==> src/sv/olpos_pkg.sv <==
`timescale 1ns / 1ps
`default_nettype none

package olpos_pkg;

    localparam int CAPACITY_DEFAULT   = 64;
    localparam int DATA_WIDTH_DEFAULT = 32;

    localparam int REQ_TYPE_W = 3;
    localparam int POSITION_W = 7;
    localparam int WORD_W     = 32;
    localparam int COUNT_W    = 7;

    localparam logic [REQ_TYPE_W-1:0] OP_ADD_FRONT = 3'd0;
    localparam logic [REQ_TYPE_W-1:0] OP_ADD_BACK  = 3'd1;
    localparam logic [REQ_TYPE_W-1:0] OP_ADD_AT    = 3'd2;
    localparam logic [REQ_TYPE_W-1:0] OP_REM_FRONT = 3'd3;
    localparam logic [REQ_TYPE_W-1:0] OP_REM_BACK  = 3'd4;
    localparam logic [REQ_TYPE_W-1:0] OP_REM_AT    = 3'd5;

    typedef enum logic [1:0] {
        STAT_OK    = 2'd0,
        STAT_RANGE = 2'd1,
        STAT_EMPTY = 2'd2,
        STAT_FULL  = 2'd3
    } status_t;

    typedef enum logic [1:0] {
        KIND_NONE   = 2'd0,
        KIND_INSERT = 2'd1,
        KIND_REMOVE = 2'd2
    } kind_t;

    typedef enum logic [3:0] {
        S_IDLE,
        S_DISPATCH,
        S_SH_RD,
        S_SH_WR,
        S_WR_NEW,
        S_RM_RD,
        S_RM_CAP,
        S_RM_CHECK,
        S_RS_RD,
        S_RS_WR,
        S_RESP
    } state_t;

    typedef struct packed {
        logic [REQ_TYPE_W-1:0] req_type;
        logic [POSITION_W-1:0] position;
        logic [WORD_W-1:0]     item_value;
    } req_t;

    typedef struct packed {
        logic [WORD_W-1:0]  removed_value;
        status_t            status;
        logic [COUNT_W-1:0] entry_count;
    } rsp_t;

    typedef struct packed {
        logic latch;
        logic rd_back;
        logic rd_fwd;
        logic rd_here;
        logic wr_shift;
        logic wr_new;
        logic idx_dec;
        logic idx_inc;
        logic capture;
        logic fill_inc;
        logic fill_dec;
        logic load_out;
    } dp_cmd_t;

    typedef struct packed {
        kind_t kind;
        logic  idx_at_target;
        logic  more_shift;
        logic  out_free;
    } dp_stat_t;

endpackage

`default_nettype wire

==> src/sv/olpos_ram.sv <==
`timescale 1ns / 1ps
`default_nettype none

module olpos_ram #(
    parameter int WIDTH = 32,
    parameter int DEPTH = 64
) (
    input  wire logic                     aclk,
    input  wire logic                     wr_en,
    input  wire logic [$clog2(DEPTH)-1:0] wr_addr,
    input  wire logic [WIDTH-1:0]         wr_data,
    input  wire logic                     rd_en,
    input  wire logic [$clog2(DEPTH)-1:0] rd_addr,
    output logic      [WIDTH-1:0]         rd_data
);

    logic [WIDTH-1:0] mem [DEPTH];

    always_ff @(posedge aclk) begin
        if (wr_en) begin
            mem[wr_addr] <= wr_data;
        end
        if (rd_en) begin
            rd_data <= mem[rd_addr];
        end
    end

endmodule

`default_nettype wire

==> src/sv/olpos_ctrl.sv <==
`timescale 1ns / 1ps
`default_nettype none

module olpos_ctrl (
    input  wire logic               aclk,
    input  wire logic               aresetn,
    input  wire logic               s_valid,
    output logic                    s_ready,
    input  wire olpos_pkg::dp_stat_t stat,
    output olpos_pkg::dp_cmd_t      cmd
);

    olpos_pkg::state_t state_reg;
    olpos_pkg::state_t state_next;

    always_ff @(posedge aclk) begin
        if (!aresetn) begin
            state_reg <= olpos_pkg::S_IDLE;
        end else begin
            state_reg <= state_next;
        end
    end

    always_comb begin
        state_next = state_reg;
        cmd        = '0;
        s_ready    = 1'b0;
        unique case (state_reg)
            olpos_pkg::S_IDLE: begin
                s_ready = aresetn;
                if (s_valid && aresetn) begin
                    cmd.latch  = 1'b1;
                    state_next = olpos_pkg::S_DISPATCH;
                end
            end
            olpos_pkg::S_DISPATCH: begin
                unique case (stat.kind)
                    olpos_pkg::KIND_INSERT: begin
                        if (stat.idx_at_target) begin
                            state_next = olpos_pkg::S_WR_NEW;
                        end else begin
                            state_next = olpos_pkg::S_SH_RD;
                        end
                    end
                    olpos_pkg::KIND_REMOVE: state_next = olpos_pkg::S_RM_RD;
                    default:                state_next = olpos_pkg::S_RESP;
                endcase
            end
            olpos_pkg::S_SH_RD: begin
                cmd.rd_back = 1'b1;
                state_next  = olpos_pkg::S_SH_WR;
            end
            olpos_pkg::S_SH_WR: begin
                cmd.wr_shift = 1'b1;
                cmd.idx_dec  = 1'b1;
                state_next   = olpos_pkg::S_DISPATCH;
            end
            olpos_pkg::S_WR_NEW: begin
                cmd.wr_new   = 1'b1;
                cmd.fill_inc = 1'b1;
                state_next   = olpos_pkg::S_RESP;
            end
            olpos_pkg::S_RM_RD: begin
                cmd.rd_here = 1'b1;
                state_next  = olpos_pkg::S_RM_CAP;
            end
            olpos_pkg::S_RM_CAP: begin
                cmd.capture = 1'b1;
                state_next  = olpos_pkg::S_RM_CHECK;
            end
            olpos_pkg::S_RM_CHECK: begin
                if (stat.more_shift) begin
                    state_next = olpos_pkg::S_RS_RD;
                end else begin
                    cmd.fill_dec = 1'b1;
                    state_next   = olpos_pkg::S_RESP;
                end
            end
            olpos_pkg::S_RS_RD: begin
                cmd.rd_fwd = 1'b1;
                state_next = olpos_pkg::S_RS_WR;
            end
            olpos_pkg::S_RS_WR: begin
                cmd.wr_shift = 1'b1;
                cmd.idx_inc  = 1'b1;
                state_next   = olpos_pkg::S_RM_CHECK;
            end
            olpos_pkg::S_RESP: begin
                if (stat.out_free) begin
                    cmd.load_out = 1'b1;
                    state_next   = olpos_pkg::S_IDLE;
                end
            end
            default: state_next = olpos_pkg::S_IDLE;
        endcase
    end

endmodule

`default_nettype wire

==> src/sv/olpos_dp.sv <==
`timescale 1ns / 1ps
`default_nettype none

module olpos_dp #(
    parameter int CAPACITY   = olpos_pkg::CAPACITY_DEFAULT,
    parameter int DATA_WIDTH = olpos_pkg::DATA_WIDTH_DEFAULT
) (
    input  wire logic               aclk,
    input  wire logic               aresetn,
    input  wire olpos_pkg::req_t    s_data,
    input  wire olpos_pkg::dp_cmd_t cmd,
    output olpos_pkg::dp_stat_t     stat,
    output logic                    m_valid,
    input  wire logic               m_ready,
    output olpos_pkg::rsp_t         m_data
);

    localparam int IW   = $clog2(CAPACITY);
    localparam int CW   = $clog2(CAPACITY + 1);
    localparam int CMPW = (CW > olpos_pkg::POSITION_W) ? CW : olpos_pkg::POSITION_W;
    localparam int KW   = (DATA_WIDTH < olpos_pkg::WORD_W) ? DATA_WIDTH : olpos_pkg::WORD_W;

    logic [CW-1:0]         fill_reg;
    logic [IW-1:0]         idx_reg;
    logic [IW-1:0]         tgt_reg;
    olpos_pkg::kind_t      kind_reg;
    olpos_pkg::status_t    status_reg;
    logic [DATA_WIDTH-1:0] word_reg;
    logic [DATA_WIDTH-1:0] removed_reg;
    logic                  m_valid_reg;
    olpos_pkg::rsp_t       m_data_reg;

    logic [CMPW-1:0]         fill_ext;
    logic [CMPW-1:0]         pos_ext;
    logic [CMPW-1:0]         ins_tgt;
    logic [CMPW-1:0]         dec_tgt;
    logic [CMPW-1:0]         dec_idx;
    logic                    is_ins;
    olpos_pkg::kind_t        dec_kind;
    olpos_pkg::status_t      dec_status;
    logic [DATA_WIDTH-1:0]   in_word;
    logic [olpos_pkg::WORD_W-1:0] out_word;

    logic                  ram_wr_en;
    logic [DATA_WIDTH-1:0] ram_wr_data;
    logic                  ram_rd_en;
    logic [IW-1:0]         ram_rd_addr;
    logic [DATA_WIDTH-1:0] ram_rd_data;

    always_comb begin
        fill_ext   = CMPW'(fill_reg);
        pos_ext    = CMPW'(s_data.position);
        is_ins     = 1'b0;
        ins_tgt    = '0;
        dec_kind   = olpos_pkg::KIND_NONE;
        dec_status = olpos_pkg::STAT_OK;
        dec_tgt    = '0;
        unique case (s_data.req_type)
            olpos_pkg::OP_ADD_FRONT: begin
                is_ins  = 1'b1;
                ins_tgt = '0;
            end
            olpos_pkg::OP_ADD_BACK: begin
                is_ins  = 1'b1;
                ins_tgt = fill_ext;
            end
            olpos_pkg::OP_ADD_AT: begin
                is_ins  = 1'b1;
                ins_tgt = pos_ext;
            end
            olpos_pkg::OP_REM_FRONT: begin
                if (fill_reg == '0) begin
                    dec_status = olpos_pkg::STAT_EMPTY;
                end else begin
                    dec_kind = olpos_pkg::KIND_REMOVE;
                    dec_tgt  = '0;
                end
            end
            olpos_pkg::OP_REM_BACK: begin
                if (fill_reg == '0) begin
                    dec_status = olpos_pkg::STAT_EMPTY;
                end else begin
                    dec_kind = olpos_pkg::KIND_REMOVE;
                    dec_tgt  = fill_ext - CMPW'(1);
                end
            end
            olpos_pkg::OP_REM_AT: begin
                if (pos_ext >= fill_ext) begin
                    dec_status = olpos_pkg::STAT_RANGE;
                end else begin
                    dec_kind = olpos_pkg::KIND_REMOVE;
                    dec_tgt  = pos_ext;
                end
            end
            default: begin
            end
        endcase
        if (is_ins) begin
            if (ins_tgt > fill_ext) begin
                dec_status = olpos_pkg::STAT_RANGE;
            end else if (fill_ext == CMPW'(CAPACITY)) begin
                dec_status = olpos_pkg::STAT_FULL;
            end else begin
                dec_kind = olpos_pkg::KIND_INSERT;
                dec_tgt  = ins_tgt;
            end
        end
        dec_idx = (dec_kind == olpos_pkg::KIND_INSERT) ? fill_ext : dec_tgt;
    end

    always_comb begin
        in_word           = '0;
        in_word[KW-1:0]   = s_data.item_value[KW-1:0];
        out_word          = '0;
        out_word[KW-1:0]  = removed_reg[KW-1:0];
    end

    always_ff @(posedge aclk) begin
        if (!aresetn) begin
            fill_reg    <= '0;
            m_valid_reg <= 1'b0;
            kind_reg    <= olpos_pkg::KIND_NONE;
        end else begin
            if (cmd.fill_inc) begin
                fill_reg <= fill_reg + CW'(1);
            end else if (cmd.fill_dec) begin
                fill_reg <= fill_reg - CW'(1);
            end
            if (cmd.load_out) begin
                m_valid_reg <= 1'b1;
            end else if (m_ready) begin
                m_valid_reg <= 1'b0;
            end
            if (cmd.latch) begin
                kind_reg <= dec_kind;
            end
        end
    end

    always_ff @(posedge aclk) begin
        if (cmd.latch) begin
            status_reg  <= dec_status;
            tgt_reg     <= dec_tgt[IW-1:0];
            idx_reg     <= dec_idx[IW-1:0];
            word_reg    <= in_word;
            removed_reg <= '0;
        end else begin
            if (cmd.idx_dec) begin
                idx_reg <= idx_reg - IW'(1);
            end else if (cmd.idx_inc) begin
                idx_reg <= idx_reg + IW'(1);
            end
            if (cmd.capture) begin
                removed_reg <= ram_rd_data;
            end
        end
        if (cmd.load_out) begin
            m_data_reg.removed_value <= out_word;
            m_data_reg.status        <= status_reg;
            m_data_reg.entry_count   <= olpos_pkg::COUNT_W'(fill_reg);
        end
    end

    always_comb begin
        ram_wr_en   = cmd.wr_shift | cmd.wr_new;
        ram_wr_data = cmd.wr_new ? word_reg : ram_rd_data;
        ram_rd_en   = cmd.rd_back | cmd.rd_fwd | cmd.rd_here;
        priority if (cmd.rd_back) begin
            ram_rd_addr = idx_reg - IW'(1);
        end else if (cmd.rd_fwd) begin
            ram_rd_addr = idx_reg + IW'(1);
        end else begin
            ram_rd_addr = idx_reg;
        end
    end

    olpos_ram #(
        .WIDTH (DATA_WIDTH),
        .DEPTH (CAPACITY)
    ) u_ram (
        .aclk    (aclk),
        .wr_en   (ram_wr_en),
        .wr_addr (idx_reg),
        .wr_data (ram_wr_data),
        .rd_en   (ram_rd_en),
        .rd_addr (ram_rd_addr),
        .rd_data (ram_rd_data)
    );

    always_comb begin
        stat.kind          = kind_reg;
        stat.idx_at_target = (idx_reg == tgt_reg);
        stat.more_shift    = ((CW'(idx_reg) + CW'(1)) < fill_reg);
        stat.out_free      = !m_valid_reg || m_ready;
    end

    assign m_valid = m_valid_reg;
    assign m_data  = m_data_reg;

endmodule

`default_nettype wire

==> src/sv/ordered_list_with_positional_ops_core.sv <==
`timescale 1ns / 1ps
`default_nettype none

// Ordered list of up to CAPACITY words with front, back and positional insert and remove.
// Each request word on the s_ channel yields exactly one result word on the m_ channel,
// carrying the removed word, a status code and the entry count after the request.
// Requests are handled one at a time; entries are moved through a single-port-pair RAM,
// one read and one write per moved entry, so the cost grows with the entries shifted.
// States from acceptance to the result register, with k entries moved:
//   rejected request or unused code: dispatch, then the result state;
//   insert: dispatch, k read-write pairs each back to dispatch, new-word write, result;
//   remove: dispatch, read, capture, check, k read-write pairs each back to check, result.
// Worst case is an insert or remove at the front, which moves the most entries.
// The result sits in an output register, so a new request is taken while it waits.
// If the receiver stalls with a result still held, the next result waits in the
// controller until the register frees, and no further request is taken meanwhile.
// Reset empties the list at once; stored words are not cleared and need no sweep.

module ordered_list_with_positional_ops_core #(
    parameter int CAPACITY   = olpos_pkg::CAPACITY_DEFAULT,
    parameter int DATA_WIDTH = olpos_pkg::DATA_WIDTH_DEFAULT
) (
    input  wire logic            aclk,
    input  wire logic            aresetn,
    input  wire logic            s_valid,
    output logic                 s_ready,
    input  wire olpos_pkg::req_t s_data,
    output logic                 m_valid,
    input  wire logic            m_ready,
    output olpos_pkg::rsp_t      m_data
);

    olpos_pkg::dp_cmd_t  cmd;
    olpos_pkg::dp_stat_t stat;

    olpos_ctrl u_ctrl (
        .aclk    (aclk),
        .aresetn (aresetn),
        .s_valid (s_valid),
        .s_ready (s_ready),
        .stat    (stat),
        .cmd     (cmd)
    );

    olpos_dp #(
        .CAPACITY   (CAPACITY),
        .DATA_WIDTH (DATA_WIDTH)
    ) u_dp (
        .aclk    (aclk),
        .aresetn (aresetn),
        .s_data  (s_data),
        .cmd     (cmd),
        .stat    (stat),
        .m_valid (m_valid),
        .m_ready (m_ready),
        .m_data  (m_data)
    );

    a_one_at_a_time: assert property (@(posedge aclk) disable iff (!aresetn)
        (s_valid && s_ready) |=> !s_ready)
        else $error("request taken while another is in progress");

    a_no_overwrite: assert property (@(posedge aclk) disable iff (!aresetn)
        cmd.load_out |-> (!m_valid || m_ready))
        else $error("pending result overwritten");

    a_full_count: assert property (@(posedge aclk) disable iff (!aresetn)
        (m_valid && m_data.status == olpos_pkg::STAT_FULL)
            |-> (m_data.entry_count == olpos_pkg::COUNT_W'(CAPACITY)))
        else $error("full status with wrong entry count");

    a_empty_count: assert property (@(posedge aclk) disable iff (!aresetn)
        (m_valid && m_data.status == olpos_pkg::STAT_EMPTY)
            |-> (m_data.entry_count == '0))
        else $error("empty status with nonzero entry count");

endmodule

`default_nettype wire
==> config.mk <==
export PLATFORM = sky130hd
export DESIGN_NAME = ordered_list_with_positional_ops_core
export DESIGN_NICKNAME = d
export VERILOG_FILES = /design/src/sv/olpos_pkg.sv /design/src/sv/olpos_ram.sv /design/src/sv/olpos_ctrl.sv /design/src/sv/olpos_dp.sv /design/src/sv/ordered_list_with_positional_ops_core.sv
export SDC_FILE = /design/constraint.sdc
export NUM_CORES = 2
export LEC_CHECK = 0
export ABC_AREA = 1
export ABC_CLOCK_PERIOD_IN_PS = 6700
export BUFFER_PORTS_ARGS = -buffer_cell sky130_fd_sc_hd__buf_2
export CAP_MARGIN = 0
export CORE_ASPECT_RATIO = 1.1
export CORE_MARGIN = 4
export CORE_UTILIZATION = 35
export CTS_CLUSTER_SIZE = 25
export DETAILED_ROUTE_END_ITERATION = 16
export PLACE_DENSITY = 0.46
export SETUP_SLACK_MARGIN = 0.3
export SLEW_MARGIN = 20
export SYNTH_ARGS = -nofsm -noshare
export SYNTH_HDL_FRONTEND = slang
export SYNTH_SLANG_ARGS = --single-unit
==> constraint.sdc <==
create_clock -name aclk -period 6.7 [get_ports aclk]
set_input_delay 2.01 -clock aclk [delete_from_list [all_inputs] [get_ports aclk]]
set_output_delay 2.01 -clock aclk [all_outputs]
set_load 0.005 [all_outputs]
==> summary.md <==
| Metric | Value |
|---|---|
| Max IR drop VDD | `0.786 mV` |
| Total via count in the routed design | `64,400` |
| Routed metal-1 wire length | `134,000 µm` |
| Post-detailed-placement half-perimeter wirelength | `154,000 µm` |
| Cell area after layout | `109,000 µm²` |
| Layout Nets | `8,712` |
| Placement Setup Slack | `2.05 ns` |
| Count of TritonRoute iterations in the first routing pass | `8` |
| Post-layout minimum cycle time | `4.67 ns` |
| Hold buffer count at CTS | `0` |
| Met3 Wirelength | `16,400 µm` |
| # rows | `202` |
| Num ports | `89` |
| Clock slew at the register clock pins of the worst setup and hold paths | `0.06 ns` |
| Maximum net fanout on the critical path | `8` |
| Number of unique standard cell types used by synthesis | `40` |
| Insertion delay to the later sink of the worst-skew pair | `0.91 ns` |
| Critical Path RT | `4.69 ns` |
| Post-CTS repair timing setup buffer count | `0` |
| Most instantiated library cell after synthesis | `edfxtp_1` |
| Cell type contributing the most total cell area after synthesis | `edfxtp_1` |
| Clk root buf | `clkbuf_16` |
| Post-synthesis net count | `8,777` |
| Signal arrival time at the worst endpoint | `2.66 ns` |
| Worst clock skew on the final layout | `0.0410 ns` |
| Instance count along the most critical hold path | `0` |
| Worst Path Class, Setup | `in2out` |
| Netlist area before placement | `97,300 µm²` |
| Global placement routability congestion | `0.837` |
| Final core utilization | `39.5%` |
| Outcome | `complete, no violations` |
| Final cycle utilization of the critical path | `69.7%` |
| Wire length after detailed routing | `300,000 µm` |
| Remaining global-route overflow | `0` |
| Floorplan die area | `287,000 µm²` |
| Maximum clock path buffer count | `4` |
| Pwr Total | `57.1 mW` |
| Port-buffer cells | `88` |
| Final cell count without fillers | `12,500` |
| Leakage | `41.4 nW` |
| Number of hold violations in the final report | `0` |
| Share of synthesized registers carrying an async set or reset | `0%` |
| Most used flip-flop cell after synthesis | `edfxtp_1` |
| Number of vias per cell | `5.15` |
| Reg-to-reg startpoint | `u_dp.idx_reg[0]` |
| Std-Cell Core Area | `276,000 µm²` |
| TritonCTS Buffers | `237` |
| Flip-flop count of the largest register after layout | `2,048` |
| Antenna Violating Nets Remaining | `0` |
| Via count of the first global-routing pass | `61,500` |
| Final Worst Setup Slack | `2.03 ns` |
| Type of destination of the critical path | `output port` |
| Flip-flop and latch count after synthesis | `2,213` |
| Max_cap viols | `0` |
| CTS resizes | `0` |
| Average wire per standard cell | `24.0 µm` |
| Worst-case reg-to-reg path depth | `13` |
| Number of DRC violations after detailed routing | `0` |
| Clock tree from TritonCTS | `built` |
| Worst slew pin tran | `1.04 ns` |
| Layout Area Growth over Synthesis | `11.9%` |
| Placed Cells incl. Taps | `12,100` |
| Capture endpoint of the worst hold path | `u_dp.m_data[7]` |
| Leading cell types by count after synthesis | `edfxtp_1, nand3_1, nand2_1` |
| Maximum number of pins on one net before global-route repair | `175` |
| Slew Limit Fails | `0` |
| Global-route wire length before repair | `438,000 µm` |
| Iteration-0 DRC Markers | `6,198` |
| Total global routing track utilization | `20.4%` |
| Sum Neg Setup Slack | `0 ns` |
| Initial core utilization | `35.3%` |
| Pwr dens | `524 nW/µm²` |
| Beginning of the worst hold path | `u_dp.status_reg[0]` |
| Die W | `511 µm` |
| Gate Count Post-Synth | `8,704` |
| Placement Cell Area | `102,000 µm²` |
| Unrepaired setup endpoints after global routing | `false` |
| Sinks on the clock net | `2,213` |
| Endpoint of the lowest-slack register-to-register path | `u_dp.u_ram.rd_data[1]` |
| Highest achievable clock rate | `214 MHz` |
| Highest Signal Layer | `met4` |
| Warning count from the yosys run | `0` |
| Met2 WL | `142,000 µm` |
| Max-slew headroom | `30.5%` |
| Worst hold slack | `0.424 ns` |
| Number of antenna violations at the first check in global routing | `12` |
| Average instance area after synthesis | `11.2 µm²` |
| Worst reg2reg setup slack | `2.39 ns` |
| Total number of H-tree levels | `4` |
| Share of synthesized area occupied by flip-flops and latches | `67.8%` |
| Share of Yosys cell area claimed by the top area cell type | `66.9%` |
| Number of setup violations in the final report | `0` |
| Number of enable flip-flop cells after synthesis | `2,167` |
| Startpoint class of the critical path | `input pin` |
| Fraction of layout cells with a size suffix above 1 | `7.70%` |
| Largest cells by area after synthesis | `edfxtp_1, nand3_1, nand3b_1, nand2_1, inv_1` |
| Path type of the worst min-delay path | `reg2reg` |
| Die Y | `561 µm` |
[cells in the final DEF, fill, tap and decap left out, types with 4 or more instances in the layout]
master / synthesis / routed
nor2_1: 82 / 54
clkinvlp_4: 0 / 4
nor2_4: 2 / 28
edfxtp_1: 2167 / 2167
nand4_1: 4 / 4
nor3_1: 8 / 6
buf_12: 0 / 29
dfxtp_1: 46 / 46
nand2_1: 1542 / 1510
nand3_1: 2067 / 2067
xor2_1: 11 / 11
ha_1: 27 / 27
nand3b_1: 800 / 800
clkinv_2: 0 / 39
a21oi_1: 62 / 62
clkbuf_1: 59 / 62
diode_2: 0 / 7
clkbuf_16: 0 / 239
a21o_1: 5 / 5
o21ai_0: 30 / 30
buf_2: 428 / 88
bufinv_16: 0 / 17
buf_4: 52 / 146
o211ai_1: 5 / 5
o22ai_1: 15 / 15
nand2_4: 3 / 6
clkbuf_8: 0 / 9
nand2_2: 3 / 29
inv_1: 1221 / 1193
clkinv_1: 3 / 70
inv_2: 14 / 24
[cells by family (layout without fill, tap and decap cells)]
logic type | after synthesis | after routing | share of synthesized area, %
xor gates and xnor gates | 14 | 14 | 0.126
DFF | 2213 | 2213 | 67.8
AOI/OAI and AO/OA | 128 | 128 | 0.737
and+or+nand+nor | 4517 | 4517 | 23.3
buffers and inverters | 1805 | 1927 | 7.73
other | 0 | 7 | 0
adders and majority gates | 27 | 27 | 0.347
[area by class of cell]
type / count / area [µm²]
Multi-Input combinational cell: 4686 / 24200
Sequential cell: 2213 / 66000
Inverter: 1238 / 4670
Timing Repair Buffer: 263 / 2120
Antenna cell: 7 / 17.5
Clock buffer: 310 / 6340
Fill cell: 26500 / 167000
Clock inverter: 116 / 972
Tap cell: 3672 / 4590
[routing by layer]
metal  vias to the layer above  global-route usage [%]
li1                      29800                       -
met1                     32400                    28.5
met2                      1872                    33.5
met3                       429                    2.58
met4                         0                    5.56
met5                         -                       0
[critical path, stage by stage]
cell and delay, ns:
buf_2 0.18, inv_1 0.17, nor2_1 0.16, buf_2 0.14
[how the worst max path moves through the flow]
stage | cells past startpoint | from | slack [ns] | end
after global placement | 14 | s_data[39] | 1.98 | u_dp.idx_reg[2]
after floorplan | 2 | m_ready | 1.29 | u_dp.m_data[0]
after CTS | 4 | aresetn | 2.05 | s_ready
after global routing | 4 | aresetn | 1.95 | s_ready
final | 4 | aresetn | 2.03 | s_ready
after detailed placement | 4 | aresetn | 2.05 | s_ready
[power breakdown]
part           switching (mW)  leakage (nW)  total, mW  internal (mW)
combinational            19.7          18.0       26.2           6.47
clock                    5.42          3.57       12.7           7.25
sequential              0.377          19.9       18.2           17.8
(Power assumes the default switching activity.)
